<file path="config.mk">
export PLATFORM = sky130hd
export DESIGN_NAME = fp8_block_scaled_to_bf16
export DESIGN_NICKNAME = d
export VERILOG_FILES = /design/src/sv/fp8bs_pkg.sv /design/src/sv/fp8bs_decode.sv /design/src/sv/fp8bs_pack.sv /design/src/sv/fp8bs_round.sv /design/src/sv/fp8_block_scaled_to_bf16.sv
export SDC_FILE = /design/constraint.sdc
export NUM_CORES = 1
export LEC_CHECK = 0
export BUFFER_PORTS_ARGS = -buffer_cell sky130_fd_sc_hd__buf_2
export CORE_AREA = 10 10 98 100
export CTS_CLUSTER_SIZE = 40
export DETAILED_ROUTE_END_ITERATION = 12
export DIE_AREA = 0 0 108 110
export PLACE_DENSITY = 0.92
export RECOVER_POWER = 25
export SETUP_SLACK_MARGIN = 0.5
export SYNTH_ARGS = -nofsm -noshare
export SYNTH_HDL_FRONTEND = slang
export SYNTH_SLANG_ARGS = --single-unit
</file>
<file path="constraint.sdc">
create_clock -name clk -period 9 [get_ports clk]
set_clock_uncertainty 0.1 [all_clocks]
set_input_delay 0.45 -clock clk [delete_from_list [all_inputs] [get_ports clk]]
set_output_delay 0.45 -clock clk [all_outputs]
set_load 0.01 [all_outputs]
</file>
<file path="src/sv/fp8bs_pkg.sv">
package fp8bs_pkg;

  typedef struct packed {
    logic [7:0] code;
    logic [7:0] block_scale;
  } in_item_t;

  typedef struct packed {
    logic [15:0] value_bf16;
    logic        domain_error;
  } out_item_t;

  localparam logic [7:0] SCALE_BAD  = 8'd255;
  localparam int         SCALE_BIAS = 127;
  localparam int         F32_BIAS   = 127;
  localparam int         F32_MIN_EXP = -126;
  localparam int         F32_SUB_SHIFT = 149;

  // decoded element after stage one
  typedef struct packed {
    logic              err;
    logic              sign;
    logic              zero;
    logic [3:0]        sig;
    logic [1:0]        n;
    logic signed [10:0] e;
    logic signed [10:0] pow2;
  } dec_t;

endpackage

</file>
<file path="src/sv/fp8bs_decode.sv">
module fp8bs_decode (
  input  fp8bs_pkg::in_item_t item,
  output fp8bs_pkg::dec_t     dec
);

  logic [3:0]         ex;
  logic [2:0]         man;
  logic [3:0]         sig;
  logic signed [10:0] pow2;
  logic [1:0]         n;

  always_comb begin
    ex  = item.code[6:3];
    man = item.code[2:0];
    if (ex != 4'd0) begin
      sig  = {1'b1, man};
      pow2 = $signed({7'd0, ex}) - 11'sd10;
    end else begin
      sig  = {1'b0, man};
      pow2 = -11'sd9;
    end
    pow2 = pow2 + $signed({3'd0, item.block_scale}) - 11'(fp8bs_pkg::SCALE_BIAS);
    if (sig[3])      n = 2'd3;
    else if (sig[2]) n = 2'd2;
    else if (sig[1]) n = 2'd1;
    else             n = 2'd0;
    dec.err  = (item.code[6:0] == 7'h7f) || (item.block_scale == fp8bs_pkg::SCALE_BAD);
    dec.sign = item.code[7];
    dec.zero = (sig == 4'd0);
    dec.sig  = sig;
    dec.n    = n;
    dec.pow2 = pow2;
    dec.e    = pow2 + $signed({9'd0, n});
  end

endmodule

</file>
<file path="src/sv/fp8bs_pack.sv">
module fp8bs_pack (
  input  fp8bs_pkg::dec_t dec,
  output logic [31:0]     bits,
  output logic            err
);

  logic [3:0]  frac4;
  logic [22:0] frac;
  logic [7:0]  bexp;
  logic [30:0] mag;
  logic [10:0] sh;

  always_comb begin
    frac4 = dec.sig & ~(4'd1 << dec.n);
    frac  = {frac4[2:0], 20'd0} << (2'd3 - dec.n);
    bexp  = 8'(dec.e + 11'(fp8bs_pkg::F32_BIAS));
    sh    = 11'(dec.pow2 + 11'(fp8bs_pkg::F32_SUB_SHIFT));
    mag   = '0;
    err   = dec.err;
    if (!dec.err && !dec.zero) begin
      if (dec.e > 11'(fp8bs_pkg::F32_BIAS)) begin
        err = 1'b1;
      end else if (dec.e >= 11'(fp8bs_pkg::F32_MIN_EXP)) begin
        mag = {bexp, frac};
      end else if (!sh[10] && sh < 11'd31) begin
        mag = 31'({27'd0, dec.sig} << sh[4:0]);
      end
    end
    bits = {dec.sign, mag};
  end

endmodule

</file>
<file path="src/sv/fp8bs_round.sv">
module fp8bs_round (
  input  logic [31:0]          bits,
  input  logic                 err,
  output fp8bs_pkg::out_item_t res
);

  logic [31:0] r;

  always_comb begin
    r = bits + 32'h7fff + {31'd0, bits[16]};
    res.domain_error = err || (r[30:23] == 8'hff);
    res.value_bf16   = res.domain_error ? 16'd0 : r[31:16];
  end

endmodule

</file>
<file path="src/sv/fp8_block_scaled_to_bf16.sv">
// E4M3 element with E8M0 block scale in, bfloat16 out, one item per cycle.
// in: valid/ready with payload {code, block_scale}; out: valid/ready with
// payload {value_bf16, domain_error}. Items are fully independent.
// Three register stages: decode, float32 pack, bf16 round. Throughput is
// one item a cycle while out is not stalled. Each stage advances when it
// is empty or the stage after it moves, so a stall on out holds every
// stage and in_ready drops only when all are full.
// domain_error is set for a NaN code, scale byte 255 or overflow to
// infinity; value_bf16 then reads 0. Negative zero is kept.
// Synchronous reset empties the pipeline; no item is in flight afterwards.
module fp8_block_scaled_to_bf16 (
  input  logic                 clk,
  input  logic                 rst,
  input  logic                 in_valid,
  output logic                 in_ready,
  input  fp8bs_pkg::in_item_t  in_data,
  output logic                 out_valid,
  input  logic                 out_ready,
  output fp8bs_pkg::out_item_t out_data
);

  fp8bs_pkg::dec_t      dec_c, s1;
  logic [31:0]          bits_c, s2_bits;
  logic                 err_c, s2_err;
  fp8bs_pkg::out_item_t res_c, s3;
  logic v1, v2, v3;
  logic mv1, mv2, mv3;

  assign mv3 = !v3 || out_ready;
  assign mv2 = !v2 || mv3;
  assign mv1 = !v1 || mv2;
  assign in_ready  = mv1;
  assign out_valid = v3;
  assign out_data  = s3;

  fp8bs_decode u_dec (.item(in_data), .dec(dec_c));
  fp8bs_pack   u_pack (.dec(s1), .bits(bits_c), .err(err_c));
  fp8bs_round  u_rnd (.bits(s2_bits), .err(s2_err), .res(res_c));

  always_ff @(posedge clk) begin
    if (rst) begin
      v1 <= 1'b0;
      v2 <= 1'b0;
      v3 <= 1'b0;
    end else begin
      if (mv1) v1 <= in_valid;
      if (mv2) v2 <= v1;
      if (mv3) v3 <= v2;
    end
  end

  always_ff @(posedge clk) begin
    if (mv1) s1 <= dec_c;
    if (mv2) begin
      s2_bits <= bits_c;
      s2_err  <= err_c;
    end
    if (mv3) s3 <= res_c;
  end

  a_hold: assert property (@(posedge clk) disable iff (rst)
    out_valid && !out_ready |=> out_valid && $stable(out_data))
    else $error("output changed under stall");
  a_err0: assert property (@(posedge clk) disable iff (rst)
    out_valid && out_data.domain_error |-> out_data.value_bf16 == 16'd0)
    else $error("error item with nonzero value");
  a_fill: assert property (@(posedge clk) disable iff (rst)
    !in_ready |-> v1 && v2 && v3 && !out_ready)
    else $error("input stalled with room in pipeline");

endmodule
</file>
==> results of run 1 <==
-- power by group --
group / switching (uW) / internal, uW
registers: 69.4 / 515
clock network: 125 / 96.9
logic: 243 / 146
total: 437 / 758
-- critical path: cells and delay by family --
kind	cells	cell delay, ns
simple gates	3	1.08
fa+ha+maj	2	0.73
compound gates	3	0.70
xor+xnor	2	0.36
buf+inv	2	0.25
-- layer usage --
layer / up-vias / track usage / wire length (um)
met1: 1632 / 0.166 / 3500
met2: 151 / 0.284 / 4680
met3: 33 / 0.0400 / 580
met4: 0 / 0.0954 / 353
li1: 1678 / - / -
met5: - / 0 / 0
-- final cells by class --
| cell class | instances | share of cell area |
|---|---|---|
| Sequential cell | 84 | 0.482 |
| Multi-Input combinational cell | 311 | 0.409 |
| Timing Repair Buffer | 40 | 0.0341 |
| Clock buffer | 10 | 0.0247 |
| Tap cell | 102 | 0.0247 |
| Inverter | 27 | 0.0196 |
| Clock inverter | 6 | 0.00605 |
-- flip-flops by register name (all words and copies together) (netlist names) --
name and cells:
v1 1, out_valid 1, s2_err 1, s2_bits 32, v2 1, s1 31
out_data 17
-- Yosys cell counts, types with 2 or more instances --
cell type and instances:
dfxtp_1 3, inv_1 27, o21a_1 2, mux2_2 4, o21bai_1 2, nand3b_1 4
or4_1 5, nor3b_1 2, clkbuf_1 2, and2_1 2, nand4_1 10, nand2b_1 3
buf_6 2, edfxtp_1 81, and3_1 4, a31oi_1 3, o41ai_1 2, mux2i_1 4
o21ai_0 14, nand2_1 40, nand3_1 16, a22o_1 2, nor2_1 46, a21o_1 5
a41oi_1 3, ha_1 24, nor2b_1 2, fa_1 3, nand4b_1 2, a21oi_1 11
o22ai_1 7, o2111ai_1 2, xor2_1 23, nor4_1 2, xnor2_1 17, buf_2 2
a2bb2oi_1 2, o32ai_1 3, nor3_1 23
-- worst paths after layout --
check | slack [ns] | depth (start not counted) | from | endpoint
worst min-delay path | 0.18 | 1 | in_data[15] | s1[29]
worst max register to register | 5.98 | 7 | s1[0] | s2_bits[30]
worst min register to register | 0.33 | 0 | s1[29] | s2_bits[31]
worst max-delay path | 5.43 | 12 | in_data[14] | s1[21]
-- placed cells by master, fill, tap and decap left out, types with 4 or more instances in the layout --
| cell type | Yosys | routed |
|---|---|---|
| edfxtp_1 | 81 | 81 |
| nor2_1 | 46 | 46 |
| nand2_1 | 40 | 40 |
| inv_1 | 27 | 27 |
| ha_1 | 24 | 24 |
| clkbuf_1 | 2 | 24 |
| xor2_1 | 23 | 23 |
| nor3_1 | 23 | 23 |
| xnor2_1 | 17 | 17 |
| nand3_1 | 16 | 16 |
| buf_2 | 2 | 15 |
| o21ai_0 | 14 | 14 |
| a21oi_1 | 11 | 11 |
| nand4_1 | 10 | 10 |
| clkbuf_8 | 0 | 9 |
| o22ai_1 | 7 | 7 |
| a21o_1 | 5 | 5 |
| or4_1 | 5 | 5 |
| and3_1 | 4 | 4 |
| mux2_2 | 4 | 4 |
| mux2i_1 | 4 | 4 |
| nand3b_1 | 4 | 4 |
-- metrics by stage --
| stage | hold WS, ns | total power (uW) | cell area, um2 |
|---|---|---|---|
| detailed placement | 0.316 | 976 | 5040 |
| global route | 0.155 | 1270 | 5170 |
| CTS | 0.157 | 1190 | 5200 |
| finish | 0.175 | 1200 | 5170 |
| global placement | 0.314 | 954 | 5040 |
| floorplan | 0.300 | 872 | 4760 |
-- cell families (layout without fill, tap and decap cells) --
logic type	count (synthesis)	after routing	share of synthesized area
compound gates	68	68	0.0991
xor+xnor	40	40	0.0736
fa+ha+maj	27	27	0.0757
buf+inv	35	83	0.0316
flops	84	84	0.524
mux	8	8	0.0179
simple gates	168	168	0.178
==> flow_summary.yaml, run 1 <==
run_status:
  status: "finished, final reports clean"
finish:
  diodes: 0
  final_nets: 520
  drive_above_1_share: 0.0795
  area_delta_synth_final_pct: 8.70
  finalNonFillerCells: 580
  fin_util: 0.676
  fillCellCount: 597
  ff_latch_area_um2: 2490
  multi_input_area_um2: 2120
yosys:
  netlist_area_um2: 4760
  synth-async-reset-ratio: 0
  syn_nets: 477
  synth_seq_cells: 84
  yosysWarnings: 0
  synth_top_cells_by_area: "edfxtp_1 (51%), ha_1 (6.3%), xor2_1 (4.2%), nor2_1 (3.6%), nand2_1 (3.2%)"
  yosys.area.top_type: "edfxtp_1"
  synth_top_area_frac: 0.511
  synth.distinct_cells: 58
  ys_seq_area_frac: 0.524
  synthFlopType: "edfxtp_1"
  synth_edf_count: 81
  synthCells: 430
  synth_area_per_cell_um2: 11.1
global_routing:
  grt_pass1_vias: 3432
  grt_pass1_wl_um: 15100
  grt-ovfl-total: 0
  antenna_found_initial: 0
  grt_max_degree: 34
  grt_util_all_layers: 0.159
flow_run:
  drv_cap: 0
sta:
  setup_tns_ns: 0
  min_period_ns: 3.57
  period_share: 0.397
  worstMarginPinSlew_ns: 1.13
  fmax_ghz: 0.280
  slew_headroom: 0.247
  final-hold-violation-count: 0
  slew_violations: 0
  setup_viol: 0
  layout_setup_ws_ns: 5.43
  rsz0062_at_grt: "no"
route:
  wl_per_cell_um: 15.7
  route.detailed.drc: 0
  via_per_inst: 6.02
  vias: 3494
  drt_wl_total_um: 9120
  first_pass_iters: 7
  ant_nets: 0
  drt-initial-drc-count: 250
hold_path:
  hold_class: "in -> reg"
pwr:
  p_leak_uw: 0.00202
  vdd_ir_drop_max_mv: 0.108
  pwr_density_cell_nw_per_um2: 231
clocking:
  cts_tree: "built"
  cts_sinks: 84
  cts_buffers: 9
  clk_pin_slew_ns: 0.07
  htreeDepth: 3
  clockBufferDepth: 2
  clk_latency_ns: 0.35
  post_cts_resized: 0
  post_cts_buffers: 0
  holdBufCountCts: 0
  root_buffer: "clkbuf_8"
placed_design:
  dpl.cell_count: 564
  hpwl_um: 6920
  gp_congestion: 0.933
  pre_cts_slack_ns: 5.08
  numPortBuffers: 38
worst_setup_path:
  arrival_ns: 3.57
  crit_slowest_cell: "nor4_1"
  critPathCaptureType: "flip-flop"
  crit_required_ns: 8.99
  cp_cell_sequence: "clkbuf_1, nor4_1, inv_1, nand2_1, ha_1, fa_1, a211oi_1, o21ai_0, a21oi_1, xnor2_1, nor4b_1, xor2_1"
  start_kind: "input pin"
  path_class: "in -> reg"
  path_max_fanout: 5
  crit_path_max_incr_delay_ns: 0.64
die:
  die_h_um: 110
  die_x_um: 108
  ios: 39
  std_cell_rows: 32
  start_util: 0.622
  dieArea_um2: 11900
  core_um2: 7650
Power figures use the tool's default switching activity.
==> run 2, diff against run 1 <==
ABC_AREA = 1   (was not set)
CORE_AREA = 10 10 104 106   (was 10 10 98 100)
DIE_AREA = 0 0 114 116   (was 0 0 108 110)
PLACE_DENSITY = 0.9   (was 0.92)
clock period = 3.6 ns   (was 9 ns; I/O delays follow)
==> run 2 against run 1 <==
Effect of this change: register-to-register slack lost 5.2 ns; worst setup slack lost 4.8 ns; sequential power grew 140%; largest power group unchanged; via count grew 21%; count of clock-buffer cells in the layout is the same; combinational power grew to 3.0 times the previous value; sequential share of layout area shrank 5.1 points; die area grew 11%.
==> flow_summary.yaml, run 2 <==
pwr:
  combPwrFrac: 0.362
  p_leak_uw: 0.00254
  switching_share: 0.402
  power.switching_uw: 1300
  p_int_uw: 1940
  pwr_density_cell_nw_per_um2: 561
  total_power_uw: 3240
  pwr-share-clk: 0.198
  seqPwrFrac: 0.439
  vdd_ir_drop_max_mv: 0.306
hold_path:
  holdPathEnd: "s1[27]"
  worstHoldPathCells: 3
  hold_class: "in -> reg"
  min-delay-start: "in_data[11]"
global_routing:
  antenna_found_initial: 0
  grt_pass1_vias: 4075
  grt-ovfl-total: 0
  grt_max_degree: 34
  grt_pass1_wl_um: 18700
  grt_util_all_layers: 0.172
placed_design:
  pre_cts_slack_ns: 0.300
  gp_congestion: 0.919
  hpwl_um: 8880
  place_area_um2: 5550
  numPortBuffers: 38
worst_setup_path:
  path_max_fanout: 6
  path_class: "in -> reg"
  cpMostUsedCell: "nand2_1"
  r2r_slack_ns: 0.76
  crit_required_ns: 3.62
  arrival_ns: 3.00
  start_kind: "input pin"
  worstRegToRegCells: 10
  crit_path_max_incr_delay_ns: 0.49
  crit_slowest_cell: "nor4_1"
  critPathCaptureType: "flip-flop"
  worstSetupStartpoint: "in_data[14]"
  critical_path.reg2reg.endpoint: "s2_bits[1]"
  reg2reg_from: "s1[0]"
  cp_cell_sequence: "clkbuf_1, nor4_1, inv_1, nand2_1, inv_1, ha_1, ha_1, a21oi_2, nand2_1, nand2_1, nand2_1, inv_1, nand2_1, nor2_1, nand3_1, nor3_1, nor2_1"
die:
  start_util: 0.607
  ios: 39
  std_cell_rows: 34
  dieArea_um2: 13200
  die_h_um: 116
  die_x_um: 114
  core_um2: 8680
sta:
  final-hold-violation-count: 0
  setup_tns_ns: 0
  slew_violations: 0
  min_period_ns: 2.98
  period_share: 0.829
  fmax_ghz: 0.335
  slew_headroom: 0.460
  rsz0062_at_grt: "no"
  setup_viol: 0
  worstMarginPinSlew_ns: 0.808
  layout_setup_ws_ns: 0.617
yosys:
  netlist_area_um2: 5270
  synth_seq_cells: 84
  ys_seq_area_frac: 0.473
  syn_nets: 643
  synth_most_common_cell: "nand2_1"
  synth-async-reset-ratio: 0
  synth_edf_count: 81
  yosys.area.top_type: "edfxtp_1"
  synth_area_per_cell_um2: 8.84
  synthFlopType: "edfxtp_1"
  synth_top_area_frac: 0.462
  synth.distinct_cells: 40
  synthCells: 596
  synthTopCellsByCount: "nand2_1 (130), inv_1 (83), edfxtp_1 (81)"
  synth_top_cells_by_area: "edfxtp_1 (46%), nand2_1 (9.3%), inv_1 (5.9%), ha_1 (5.7%), nor2_1 (4.9%)"
  yosysWarnings: 0
route:
  route.detailed.drc: 0
  drt_wl_total_um: 11300
  ant_nets: 0
  vias: 4232
  wl_per_cell_um: 15.0
  first_pass_iters: 5
  drt-initial-drc-count: 296
  via_per_inst: 5.59
finish:
  final_nets: 691
  largest_register_ffs: 32
  area_delta_synth_final_pct: 9.74
  largest_register: "s2_bits"
  final_common_cell: "nand2_1"
  drive_above_1_share: 0.114
  final_cell_area_um2: 5780
  diodes: 0
  layout_common_cells: "nand2_1 (130), inv_1 (83), edfxtp_1 (81)"
  fin_util: 0.666
clocking:
  cts_sinks: 84
  clk_pin_slew_ns: 0.08
  cts_buffers: 9
  cts_tree: "built"
  clockBufferDepth: 2
  post_cts_buffers: 0
  clk_latency_ns: 0.37
  root_buffer: "clkbuf_8"
  htreeDepth: 3
run_status:
  status: "finished, final reports clean"
flow_run:
  drv_cap: 0
==> run 2: kinds of logic after synthesis <==
| group | share of synthesized area |
|---|---|
| AO/OA/AOI/OAI | 0.0489 |
| XOR/XNOR | 0.0416 |
| adder cells (fa/ha/maj) | 0.0684 |
| buffers and inverters | 0.0720 |
| flip-flops | 0.473 |
| AND/OR/NAND/NOR | 0.296 |
==> run 2: cell type report <==
cell class	count	area, um2
repair buffers	47	245
flip-flops and latches	84	2490
multi-input cells	418	2400
well taps	108	135
fillers	682	2900
inverters	84	315
clock inverters	6	55.1
clock buffers	10	138
==> run 2: worst max-delay path: cells and delay by family <==
| family | cells | cell delay [ns] |
|---|---|---|
| AND/OR/NAND/NOR | 10 | 1.46 |
| adder cells (fa/ha/maj) | 2 | 0.67 |
| buffers and inverters | 4 | 0.46 |
| AO/OA/AOI/OAI | 1 | 0.23 |
==> run 2: metrics by stage <==
step	cells	hold WS [ns]
floorplan	596	0.149
global placement	735	0.258
detailed placement	735	0.263
CTS	757	0.116
global route	757	0.146
finish	757	0.142
==> run 2: how the worst max path moves through the flow <==
stage               endpoint  cells past startpoint  slack [ns]
floorplan             s1[21]                     12        0.79
global placement      s1[21]                     13        0.49
detailed placement    s1[21]                     17        0.30
CTS                   s1[21]                     17        0.67
global route          s1[20]                     15        0.38
finish                s1[21]                     17        0.62
==> run 2: per-layer routing <==
metal  global-route usage  vias to the layer above  part of all wire
met2                0.315                      170              0.52
met3               0.0362                       30             0.056
li1                     -                     2079                 -
met5                    0                        -                 0
met4               0.0760                        0             0.028
met1                0.188                     1953              0.40
==> run 2: power by group through the flow <==
stage	clock, uW	combinational (uW)	sequential [uW]
2_1_floorplan	0	887	1420
3_3_place_gp	0	1120	1430
3_5_place_dp	0	1160	1440
4_1_cts	648	1170	1420
5_1_grt	687	1310	1450
6_report	643	1170	1420
==> run 2: timing repair <==
item / CTS / global route
setup endpoints to repair: 0 / 4
endpoints found under the hold margin: 7 / 0
gates resized for setup: 0 / 2
hold buffers: 6 / 0
==> run 3, diff against run 2 <==
ABC_AREA = 0   (was 1)
CORE_AREA = 10 10 101 103   (was 10 10 104 106)
DIE_AREA = 0 0 111 113   (was 0 0 114 116)
PLACE_DENSITY = 0.88   (was 0.9)
clock period = 2.8 ns   (was 3.6 ns; I/O delays follow)
==> run 3 against run 2 <==
Effect of this change: critical path depth decreased by 4; flip-flop and latch count is the same; critical path type unchanged; combinational power increased by 70%; largest power group is now combinational logic; worst setup slack got worse by 0.49 ns; sequential power increased by 35%; highest routed layer unchanged; non-clock buffer count grew 53; count of clock-buffer cells in the layout did not move.
==> flow_summary.yaml, run 3 (synthesis results as in run 1) <==
die:
  ios: 39
  dieArea_um2: 12500
  die_h_um: 113
  start_util: 0.585
  core_um2: 8130
  std_cell_rows: 33
  die_x_um: 111
worst_setup_path:
  arrival_ns: 2.69
  cp_cell_sequence: "clkbuf_1, nor4_4, inv_2, nand2_2, ha_4, fa_2, a211oi_4, nor2_1, xor2_1, buf_4, nand4_1, nor3b_2, xor2_1"
  crit_path_max_incr_delay_ns: 0.38
  path_max_fanout: 4
  crit_end: "s1[20]"
  critPathCaptureType: "flip-flop"
  cpMostUsedCell: "xor2_1"
  reg2reg_from: "s1[11]"
  crit_slowest_cell: "nor4_4"
  crit_required_ns: 2.82
  start_kind: "input pin"
  r2r_slack_ns: 0.31
  path_class: "in -> reg"
  worstRegToRegCells: 7
  critical_path.reg2reg.endpoint: "s2_bits[23]"
  worstSetupStartpoint: "in_data[11]"
placed_design:
  gp_congestion: 0.911
  hpwl_um: 7290
  numPortBuffers: 38
  dpl.cell_count: 578
  pre_cts_slack_ns: -0.159
sta:
  slew_headroom: 0.587
  rsz0062_at_grt: "yes"
  setup_viol: 0
  setup_tns_ns: 0
  layout_setup_ws_ns: 0.131
  worstMarginPinSlew_ns: 0.616
  fmax_ghz: 0.375
  min_period_ns: 2.67
  period_share: 0.953
  final-hold-violation-count: 0
  slew_violations: 0
pwr:
  vdd_ir_drop_max_mv: 0.430
  total_power_uw: 4860
  pwr-share-clk: 0.196
  switching_share: 0.387
  power.switching_uw: 1880
  pwr_density_cell_nw_per_um2: 754
  combPwrFrac: 0.409
  p_int_uw: 2980
  p_leak_uw: 0.00256
  seqPwrFrac: 0.395
clocking:
  cts_tree: "built"
  clockBufferDepth: 2
  cts_buffers: 9
  cts_sinks: 84
  htreeDepth: 3
  root_buffer: "clkbuf_8"
  clk_latency_ns: 0.37
  clk_pin_slew_ns: 0.08
finish:
  finalNonFillerCells: 644
  final_common_cell: "edfxtp_1"
  final_nets: 581
  drive_above_1_share: 0.349
  fillCellCount: 410
  layout_common_cells: "edfxtp_1 (81), buf_4 (46), nand2_1 (38)"
  area_delta_synth_final_pct: 35.6
  largest_register_ffs: 32
  diodes: 0
  multi_input_area_um2: 2780
  fin_util: 0.793
  largest_register: "s2_bits"
  ff_latch_area_um2: 2490
hold_path:
  worstHoldPathCells: 2
  hold_class: "in -> reg"
global_routing:
  grt_pass1_vias: 3827
  antenna_found_initial: 0
  grt_max_degree: 34
  grt-ovfl-total: 0
  grt_util_all_layers: 0.168
  grt_pass1_wl_um: 17600
run_status:
  status: "finished, final reports clean"
route:
  wl_met2_um: 7210
  first_pass_iters: 7
  ant_nets: 0
  route.detailed.drc: 0
  drt_wl_total_um: 13300
  dr_wl_met3_um: 846
  vias: 4065
  top_layer: "met4"
  via_per_inst: 6.31
  drt-initial-drc-count: 358
  met1_length_um: 4530
  wl_per_cell_um: 20.7
flow_run:
  drv_cap: 0
## run 3: critical path, delay by kind of cell
family | cells | cell delay [ns]
fa+ha+maj | 2 | 0.58
buf+inv | 3 | 0.38
xor+xnor | 2 | 0.34
simple gates | 5 | 0.94
compound gates | 1 | 0.29
## run 3: worst min path at each step
stage                      from         to  slack [ns]
finish               in_data[9]     s1[28]        0.09
global route         in_data[9]     s1[28]        0.12
CTS                  in_data[9]     s1[28]       0.007
detailed placement  in_data[15]     s1[29]        0.22
global placement    in_data[15]     s1[29]        0.22
floorplan                   rst  out_valid        0.11
## run 3: layout make-up
| type | count | area share |
|---|---|---|
| Clock inverter | 6 | 0.0138 |
| Timing Repair Buffer | 100 | 0.114 |
| Clock buffer | 10 | 0.0198 |
| Inverter | 27 | 0.0157 |
| Tap cell | 105 | 0.0204 |
| Sequential cell | 84 | 0.386 |
| Multi-Input combinational cell | 312 | 0.430 |
## run 3: timing repair
action                     in CTS  in global routing
gates cloned                    1                  3
hold buffers                    7                  0
setup endpoints to repair      47                 56
resized for setup              39                 86
hold endpoints to repair        8                  0
pin swaps                      38                 51
setup buffers                  21                 18
## run 3: power by group through the flow
stage / logic, uW / clock network (uW) / registers [uW]
after floorplan: 981 / 0 / 1860
after global placement: 1260 / 0 / 1880
after detailed placement: 1310 / 0 / 1900
after CTS: 1520 / 944 / 1880
after global routing: 2120 / 1000 / 1940
final: 1990 / 955 / 1920
## run 3: layer usage
| layer | global-route usage | vias up |
|---|---|---|
| li1 | - | 1797 |
| met1 | 0.164 | 1920 |
| met2 | 0.321 | 270 |
| met3 | 0.0365 | 78 |
| met4 | 0.0964 | 0 |
| met5 | 0 | - |
## run 3: per-stage QoR
step / instance area (um2) / hold WS (ns)
2_1_floorplan: 4860 / 0.112
3_3_place_gp: 5230 / 0.220
3_5_place_dp: 5230 / 0.219
4_1_cts: 5880 / 0.00659
5_1_grt: 6450 / 0.121
6_report: 6450 / 0.0935
